`src/rtl/core/pqs_ram.sv`:
```
module pqs_ram #(
  parameter int unsigned Width = 16,
  parameter int unsigned Depth = 32
) (
  input  logic                     clk_i,
  input  logic                     we_i,
  input  logic [$clog2(Depth)-1:0] waddr_i,
  input  logic [Width-1:0]         wdata_i,
  input  logic [$clog2(Depth)-1:0] raddr_i,
  output logic [Width-1:0]         rdata_o
);
  logic [Width-1:0] mem [Depth];

  always_ff @(posedge clk_i) begin
    if (we_i) begin
      mem[waddr_i] <= wdata_i;
    end
    rdata_o <= mem[raddr_i];
  end
endmodule

```
`config.mk`:
```
export PLATFORM = sky130hd
export DESIGN_NAME = pqs_ram
export DESIGN_NICKNAME = d
export VERILOG_FILES = /design/src/rtl/core/pqs_ram.sv
export SDC_FILE = /design/constraint.sdc
export NUM_CORES = 1
export LEC_CHECK = 0
export ABC_CLOCK_PERIOD_IN_PS = 1730
export BUFFER_PORTS_ARGS = -buffer_cell sky130_fd_sc_hd__buf_2
export CORE_ASPECT_RATIO = 2
export CORE_MARGIN = 2
export CORE_UTILIZATION = 25
export CTS_CLUSTER_DIAMETER = 200
export DETAILED_ROUTE_END_ITERATION = 8
export PLACE_DENSITY = 0.4
export SYNTH_ARGS = -nofsm -noshare
export SYNTH_HDL_FRONTEND = slang
export SYNTH_SLANG_ARGS = --single-unit
```
`constraint.sdc`:
```
create_clock -name clk_i -period 1.73 [get_ports clk_i]
set_input_delay 0.0865 -clock clk_i [delete_from_list [all_inputs] [get_ports clk_i]]
set_output_delay 0.0865 -clock clk_i [all_outputs]
set_load 0.02 [all_outputs]
```
==> results.toml, run 1 <==
[setup_path]
path_cells = "mux2i_1 -> a22o_1 -> nor3_1 -> a31oi_1 -> buf_4 -> nand3_1"
worst_r2r_startpoint = "mem[7][4]$_DFFE_PP_"
worst_path_max_delay_cell = "sky130_fd_sc_hd__edfxtp_1"
timing.reg2reg.setup_slack_ps = 210
crit_arrival_ps = 1970
worstReg2RegEnd = "rdata_o[4]$_DFF_P_"
critPathMaxStageDelay_ps = 370
startpoint = "mem[7][4]$_DFFE_PP_"
crit_path_max_fanout = 1
worstPathRequired_ps = 2180
timing.setup.critical_path_class = "register to register"
crit_path_start_kind = "register"
rr_worst_depth = 6
setup.worst_path.end_class = "register"

[outcome]
status = "complete, no violations"

[floorplanning]
chipWidth_um = 207
floorplan_die_area_um2 = 84600
pin_count = 44
core.rowCount = 148
initial_utilization_pct = 25.3
core_area_um2 = 81300
floorplan.die.height_um = 409

[cts]
clock_tree.htree_level_count = 2
tritoncts.num_buffers = 47
cts_post_setup_buffers_inserted = 0
cts_clock_pin_slew_for_the_worst_setup_and_hold_paths_ps = 70
ctsRootBufferMaster = "sky130_fd_sc_hd__clkbuf_16"
post_cts_resized = 0
cts_tree = "built"
postCtsHoldBufs = 0
clock_tree.buffer_depth = 3
clock-sinks = 528
worst_skew_late_latency_ps = 590

[timing]
clock-skew-final_ps = 27.9
period_needed_ps = 1520
rsz_0062_raised_after_global_routing = "false"
worst_pin_slew_ps = 781
max_clock_freq_mhz = 658
final-hold-violation-count = 0
finalSetupViolCount = 0
finalCritPeriodShare_pct = 87.8
timing.final.max_slew_violations = 0
timing.max_slew.rel_slack_pct = 47.9

[grt]
met3_use_gr_pct = 1.57
top_usage_layer = "met2"
gr-usage-all-layers_pct = 14.1
met2_use_gr_pct = 27.7
antenna_found_initial = 0
grt_pass1_wl_mm = 84.0
grt_pass1_vias = 11400
grt_overflow = 0
met1_usage_pct = 15.0
pin_count_of_the_biggest_net_entering_global_routing = 37

[logic_synthesis]
postSynthCellCount = 1143
yosysWarnings = 0
mappedNetlistNets = 1171
ys.flop_type = "sky130_fd_sc_hd__edfxtp_1"
post_synth_main_area_contributors = "sky130_fd_sc_hd__edfxtp_1 (75%), sky130_fd_sc_hd__mux2i_1 (12%), sky130_fd_sc_hd__a22oi_1 (2.3%)"
syn_avg_cell_area_um2 = 18.0
synth.yosys.seq_area_share_pct = 76.4
async_flop_share_pct = 0
combined_area_of_all_synthesized_cells_um2 = 20500
ys_ff_latch = 528
post-synth-top-area-fraction_pct = 74.9
number_of_enable_type_register_cells_in_the_synthesized_netlist = 512
yosys.area.top_type = "sky130_fd_sc_hd__edfxtp_1"
synth_cell_types = 26

[layout]
fill_cells = 7842
layout_cell_share_with_drive_strength_beyond_1_pct = 20.2
flow.area_growth_from_synthesis_pct = 20.0
final_cells = 2372
num-nets-final = 1310
postLayoutCoreUtil_pct = 30.3

[drt]
ratio_of_routed_vias_to_standard_cells = 4.49
initialDrtViolationCount = 594
post-route-drc-count = 0
drtAntennaViolNets = 0
drtPass1Iterations = 5
via_count = 10600
wl_mm = 58.9
wl_per_cell_um = 24.8

[hold_path]
whs_endpoint = "rdata_o[10]$_DFF_P_"
worst_hold_startpoint = "raddr_i[3]"
hold_path_depth = 4
worst_min_delay_path_category = "input pin to register"

[placement]
port_buffer_count = 43
post-dp-hpwl_mm = 38.8
routability_congestion_estimate_from_global_placement = 0.720
numPlacedInstances = 2283

[power_and_ir_drop]
maximum_resistive_drop_on_vdd_v = 0.000730
power_density_nw_per_um2 = 1100
p_leak_uw = 0.00848

[run]
max_cap_violation_count = 0
power by group:
group / switching [uW] / internal, uW
sequential: 85.4 / 14200
combinational: 1070 / 591
clock: 4720 / 6520
state kept, by name, summed over array words and instances, names as in the netlist:
register,count
mem,512
rdata_o,16
final cells by class:
type	count	area [um^2]	area share, %
diodes	1	2.50	0.0102
clock buffers	57	1250	5.09
clock inverters	31	388	1.57
multi-input cells	548	4400	17.9
flip-flops and latches	528	15700	63.7
well taps	1050	1310	5.33
repair buffers	157	1580	6.42
cells by family after synthesis:
| logic type | count (synthesis) | synth area share (%) |
|---|---|---|
| simple gates | 148 | 3.49 |
| mux | 256 | 12.5 |
| compound gates | 144 | 4.97 |
| buf+inv | 67 | 2.63 |
| flops | 528 | 76.4 |
worst max path at each step:
stage,endpoint
after floorplan,mem[12][0]$_DFFE_PP_
after global placement,rdata_o[8]$_DFF_P_
after detailed placement,rdata_o[8]$_DFF_P_
after CTS,rdata_o[4]$_DFF_P_
after global routing,rdata_o[4]$_DFF_P_
final,rdata_o[4]$_DFF_P_
metal layers:
| layer | wire length (um) | vias to the layer above |
|---|---|---|
| met3 | 1380 | 82 |
| met1 | 21800 | 5580 |
| met4 | 1950 | 0 |
| met2 | 33800 | 149 |
| met5 | 0 | - |
| li1 | - | 4831 |
synthesized netlist by cell type (3+ instances only):
library cell	instances
sky130_fd_sc_hd__buf_6	6
sky130_fd_sc_hd__or3b_2	3
sky130_fd_sc_hd__buf_4	19
sky130_fd_sc_hd__nand2_1	33
sky130_fd_sc_hd__a22oi_1	64
sky130_fd_sc_hd__nand3b_1	5
sky130_fd_sc_hd__buf_2	19
sky130_fd_sc_hd__nor2_1	33
sky130_fd_sc_hd__a21oi_1	32
sky130_fd_sc_hd__mux2i_1	256
sky130_fd_sc_hd__nand3_1	34
sky130_fd_sc_hd__a22o_1	32
sky130_fd_sc_hd__a31oi_1	16
sky130_fd_sc_hd__buf_8	6
sky130_fd_sc_hd__edfxtp_1	512
sky130_fd_sc_hd__nor3_1	16
sky130_fd_sc_hd__nand4_1	16
sky130_fd_sc_hd__dfxtp_1	16
sky130_fd_sc_hd__buf_12	5
sky130_fd_sc_hd__clkbuf_1	12
through the flow:
step	setup slack, ps	hold slack (ps)	setup TNS, ps	instance area, um^2	power, uW
after floorplan	-96.5	185	-11920	20500	15400
after global placement	-48.5	517	-72.8	23000	16300
after detailed placement	-63.1	518	-169	23000	16300
after CTS	179	18.4	0	24600	27600
after global routing	133	31.0	0	24600	28100
final	210	32.4	0	24600	27200
worst max-delay path, delay by kind of cell (launching register included):
kind,cells,cell delay (ps)
mux,1,200
compound gates,2,470
flops,1,370
simple gates,2,140
buf+inv,1,210
cells in the final DEF (no fill, tap or decap), drive strengths merged, types with 2 or more instances in the layout:
cell type,netlist,routed
nor2b,2,2
nand4,16,16
nor3,16,16
nand2b,2,2
mux2i,256,256
nand2,33,33
or3b,3,3
a31oi,16,16
nor2,34,34
clkinv,0,19
buf,55,157
nand3,34,34
clkbuf,12,57
a22oi,64,64
bufinv,0,9
clkinvlp,0,2
a22o,32,32
dfxtp,16,16
edfxtp,512,512
a21oi,32,32
nand3b,5,5
No activity file was read; power rests on OpenSTA's default activity.
==> run 2, diff against run 1 <==
ABC_CLOCK_PERIOD_IN_PS = 1700   (was 1730)
PLACE_DENSITY = 0.39   (was 0.4)
clock period = 1.7 ns   (was 1.73 ns; I/O delays follow)
==> results.toml, run 2 (synthesis gave the netlist of run 1 again) <==
[setup_path]
crit_path_start_kind = "register"
worstPathRequired_ps = 2130
category_of_cells_accounting_for_the_largest_share_of_critical_path_delay = "compound AO/OA/AOI/OAI gates"
cp.buffers_inverters = 0
timing.setup.critical_path_class = "register to register"
worst_path_max_delay_cell = "sky130_fd_sc_hd__a31oi_1"
setup.worst_path.end_class = "register"
critPathMaxStageDelay_ps = 380
crit_arrival_ps = 1960
path_cells = "mux2i_1 -> a21oi_1 -> a31oi_1 -> nand3_1"
crit_path_max_fanout = 1

[power_and_ir_drop]
power.internal_uw = 21200
p_clk_share_pct = 40.0
switching_share_pct = 21.9
power_frac_comb_pct = 6.4
power_share_of_the_sequential_group_pct = 53.6
design_power_total_uw = 27100
p_leak_uw = 0.00852
maximum_resistive_drop_on_vdd_v = 0.000707
power_density_nw_per_um2 = 1100
switchingPower_uw = 5940

[grt]
grt_pass1_wl_mm = 85.2
grt_overflow = 0
gr-usage-all-layers_pct = 14.4
pin_count_of_the_biggest_net_entering_global_routing = 33
antenna_found_initial = 1
grt_pass1_vias = 11400

[timing]
max_clock_freq_mhz = 653
clock-skew-final_ps = 22.6
rsz_0062_raised_after_global_routing = "false"
tns_ps = 0
timing.final.max_slew_violations = 0
worst_pin_slew_ps = 744
finalSetupViolCount = 0
period_needed_ps = 1530
final-hold-violation-count = 0
timing.max_slew.rel_slack_pct = 50.4
finalCritPeriodShare_pct = 90.0

[layout]
layout.cells.most_common_list = "sky130_fd_sc_hd__edfxtp_1 (512), sky130_fd_sc_hd__mux2i_1 (256), sky130_fd_sc_hd__buf_4 (78)"
top_register = "mem"
largest_register_ff_count = 512
antenna_cells_inserted = 0
num-nets-final = 1322
layout_commonest_cell = "sky130_fd_sc_hd__edfxtp_1"
layout_cell_share_with_drive_strength_beyond_1_pct = 20.7
flow.area_growth_from_synthesis_pct = 20.2
largest_registers = "mem (512), rdata_o (16)"

[drt]
drtAntennaViolNets = 0
wl_per_cell_um = 25.5
post-route-drc-count = 0
wl_mm = 60.6
initialDrtViolationCount = 640
ratio_of_routed_vias_to_standard_cells = 4.52
via_count = 10800
drtPass1Iterations = 4

[cts]
clock-sinks = 528
cts_tree = "built"
clock_tree.htree_level_count = 2
postCtsHoldBufs = 1
ctsRootBufferMaster = "sky130_fd_sc_hd__clkbuf_16"
tritoncts.num_buffers = 47
clock_tree.buffer_depth = 3
cts_clock_pin_slew_for_the_worst_setup_and_hold_paths_ps = 70
worst_skew_late_latency_ps = 590
cts_post_setup_buffers_inserted = 0
post_cts_resized = 0

[placement]
routability_congestion_estimate_from_global_placement = 0.755
port_buffer_count = 43
post-dp-hpwl_mm = 39.8

[floorplanning]
core.rowCount = 148
core_area_um2 = 81300
pin_count = 44
chipWidth_um = 207
floorplan.die.height_um = 409
initial_utilization_pct = 25.3
floorplan_die_area_um2 = 84600

[hold_path]
worst_min_delay_path_category = "input pin to register"

[outcome]
status = "complete, no violations"

[run]
max_cap_violation_count = 0
==> run 2: worst register-to-register path: cells and delay by family, from the launching register on <==
kind / cells / cell delay, ps
compound gates: 2 / 550
flops: 1 / 360
mux: 1 / 330
simple gates: 1 / 140
==> run 2: routing by layer <==
metal  track usage, %  vias up  wire, um
li1                 -     4852         -
met2             29.1      181     35500
met1             14.9     5653     21400
met5                0        -        13
met3             1.57       81      1790
met4             5.07        2      1900
==> run 2: area by class of cell <==
type / instances / area (um^2)
Tap cell: 1050 / 1310
Clock buffer: 67 / 1300
Fill cell: 7856 / 56600
Multi-Input combinational cell: 548 / 4400
Timing Repair Buffer: 169 / 1760
Clock inverter: 18 / 224
Sequential cell: 528 / 15700
==> run 2: stage by stage <==
| stage | utilization (%) | hold WS [ps] | area, um^2 | setup slack (ps) | cells |
|---|---|---|---|---|---|
| final | 30.4 | 48.2 | 24700 | 170 | 2380 |
| after global routing | 30.4 | 39.5 | 24700 | 71.9 | 2380 |
| after CTS | 30.4 | 15.5 | 24700 | 175 | 2380 |
| after detailed placement | 28.5 | 511 | 23200 | -313 | 2294 |
| after global placement | 28.5 | 518 | 23200 | -287 | 2294 |
| after floorplan | - | 184 | 20500 | -125 | 1143 |
==> run 2: power by group through the flow <==
stage | clock (uW) | combinational (uW) | sequential (uW)
CTS | 11200 | 1800 | 14600
finish | 10800 | 1740 | 14600
floorplan | 0 | 814 | 14900
detailed placement | 0 | 1790 | 14800
global placement | 0 | 1780 | 14800
global route | 11600 | 1880 | 14600
==> run 2: final timing paths <==
check / endpoint / slack, ps / startpoint / cells past startpoint
worst min-delay path: mem[6][6]$_DFFE_PP_ / 50 / wdata_i[6] / 2
worst max-delay path: rdata_o[7]$_DFF_P_ / 170 / mem[23][7]$_DFFE_PP_ / 4
worst max register to register: rdata_o[7]$_DFF_P_ / 170 / mem[23][7]$_DFFE_PP_ / 4
worst min register to register: rdata_o[11]$_DFF_P_ / 610 / mem[17][11]$_DFFE_PP_ / 4
==> run 3, diff against run 2 <==
RECOVER_POWER = 100   (was default)
==> results.toml, run 3 (synthesis gave the netlist of run 1 again) <==
[layout]
multi_input_area_um2 = 4340
fin_area_um2 = 24100
fill_cells = 7935
postLayoutCoreUtil_pct = 29.7
num-nets-final = 1322
largest_register_ff_count = 512
layout_cell_share_with_drive_strength_beyond_1_pct = 14.7
top_register = "mem"
largest_registers = "mem (512), rdata_o (16)"
layout.cells.most_common_list = "sky130_fd_sc_hd__edfxtp_1 (512), sky130_fd_sc_hd__mux2i_1 (256), sky130_fd_sc_hd__clkbuf_1 (73)"
flow.area_growth_from_synthesis_pct = 17.5
layout_commonest_cell = "sky130_fd_sc_hd__edfxtp_1"
sequential_cell_area_um2 = 15700
final_cells = 2381

[floorplanning]
chipWidth_um = 207
floorplan.die.height_um = 409
floorplan_die_area_um2 = 84600
pin_count = 44
core.rowCount = 148
core_area_um2 = 81300
initial_utilization_pct = 25.3

[cts]
clock-sinks = 528
cts_tree = "built"
cts_post_setup_buffers_inserted = 0
clock_tree.htree_level_count = 2
postCtsHoldBufs = 1
tritoncts.num_buffers = 47
post_cts_resized = 0
ctsRootBufferMaster = "sky130_fd_sc_hd__clkbuf_16"
clock_tree.buffer_depth = 3
cts_clock_pin_slew_for_the_worst_setup_and_hold_paths_ps = 60
worst_skew_late_latency_ps = 590

[drt]
post-route-drc-count = 0
drtAntennaViolNets = 0
ratio_of_routed_vias_to_standard_cells = 4.53
wl_mm = 60.6
via_count = 10800
wl_per_cell_um = 25.5
drtPass1Iterations = 5
initialDrtViolationCount = 612

[timing]
rsz_0062_raised_after_global_routing = "false"
worst_pin_slew_ps = 1870
period_needed_ps = 1570
final-hold-violation-count = 0
clock-skew-final_ps = 23.0
finalSetupViolCount = 0
finalCritPeriodShare_pct = 92.4
timing.final.max_slew_violations = 462
timing.max_slew.rel_slack_pct = -24.6
max_clock_freq_mhz = 637

[power_and_ir_drop]
power_density_nw_per_um2 = 1120
design_power_total_uw = 27100
power_share_of_the_sequential_group_pct = 53.8
switching_share_pct = 21.9
power.internal_uw = 21200
switchingPower_uw = 5940
p_leak_uw = 0.00824
p_clk_share_pct = 40.1
maximum_resistive_drop_on_vdd_v = 0.000709
power_frac_comb_pct = 6.2

[setup_path]
rr_worst_depth = 4
crit_arrival_ps = 2090
timing.setup.critical_path_class = "input pin to register"
timing.reg2reg.setup_slack_ps = 180
setup.worst_path.end_class = "register"
worstReg2RegEnd = "rdata_o[7]$_DFF_P_"
worst_r2r_startpoint = "mem[23][7]$_DFFE_PP_"
crit_path_start_kind = "input pin"
startpoint = "raddr_i[3]"
crit_path_max_fanout = 15
worstPathRequired_ps = 2220

[grt]
grt_pass1_vias = 11400
antenna_found_initial = 0
grt_pass1_wl_mm = 85.2
gr-usage-all-layers_pct = 14.4
pin_count_of_the_biggest_net_entering_global_routing = 33
grt_overflow = 0

[outcome]
failed_checks = "capacitance limit, slew limit"
status = "finished with violations"

[hold_path]
worst_hold_startpoint = "waddr_i[2]"
worst_min_delay_path_category = "input pin to register"
hold_path_depth = 3
whs_endpoint = "mem[6][5]$_DFFE_PP_"

[placement]
port_buffer_count = 43
numPlacedInstances = 2294
post-dp-hpwl_mm = 39.8
postPlaceCellArea_um2 = 23200
routability_congestion_estimate_from_global_placement = 0.755

[run]
max_cap_violation_count = 15
[run 3: cell types whose count changed in the layout (fill, tap and decap cells not counted), moves of 22 or more]
cell,previous run,this run
sky130_fd_sc_hd__buf_12,47,23
sky130_fd_sc_hd__clkbuf_1,15,73
sky130_fd_sc_hd__buf_4,78,49
sky130_fd_sc_hd__nor2_1,1,23
sky130_fd_sc_hd__nor2_2,32,10
sky130_fd_sc_hd__buf_2,42,12
sky130_fd_sc_hd__clkbuf_2,0,24
[run 3: cell type report]
cell class	count	share of cell area, %
multi-input combinational	548	18.0
sequential	528	65.0
clock inverter	18	0.928
tap	1050	5.44
antenna	1	0.0104
timing repair buffer	169	5.21
clock buffer	67	5.39
[run 3: how the worst max path moves through the flow]
stage | endpoint | slack (ps) | depth (start not counted)
6_report | rdata_o[0]$_DFF_P_ | 130 | 9
3_5_place_dp | rdata_o[9]$_DFF_P_ | -310 | 7
5_1_grt | rdata_o[0]$_DFF_P_ | 40 | 9
3_3_place_gp | rdata_o[7]$_DFF_P_ | -290 | 7
4_1_cts | rdata_o[8]$_DFF_P_ | 180 | 5
2_1_floorplan | mem[12][0]$_DFFE_PP_ | -130 | 3
[run 3: critical path, stage by stage]
cell and delay [ps]:
sky130_fd_sc_hd__dlygate4sd3_1 520, sky130_fd_sc_hd__buf_2 170, sky130_fd_sc_hd__clkbuf_2 340, sky130_fd_sc_hd__nand2b_1 100, sky130_fd_sc_hd__buf_4 220, sky130_fd_sc_hd__buf_4 160
sky130_fd_sc_hd__a21oi_1 140, sky130_fd_sc_hd__nand3_1 210, sky130_fd_sc_hd__nand3_1 140
[run 3: power by group through the flow]
stage | combinational [uW] | clock, uW | sequential [uW]
after floorplan | 814 | 0 | 14900
after global placement | 1780 | 0 | 14800
after detailed placement | 1790 | 0 | 14800
after CTS | 1800 | 11200 | 14600
after global routing | 1810 | 11600 | 14600
final | 1670 | 10900 | 14600
[run 3: stage by stage]
stage	TNS, ps	hold slack (ps)	worst slack [ps]
2_1_floorplan	-15570	184	-125
3_3_place_gp	-1030	518	-287
3_5_place_dp	-1070	511	-313
4_1_cts	0	15.5	175
5_1_grt	0	39.5	36.1
6_report	0	48.5	130
[run 3: routing by layer]
layer	share of wire (%)	track usage (%)
met5	0	0
met4	3.0	5.07
met3	2.4	1.57
met2	58	29.1
met1	36	14.9
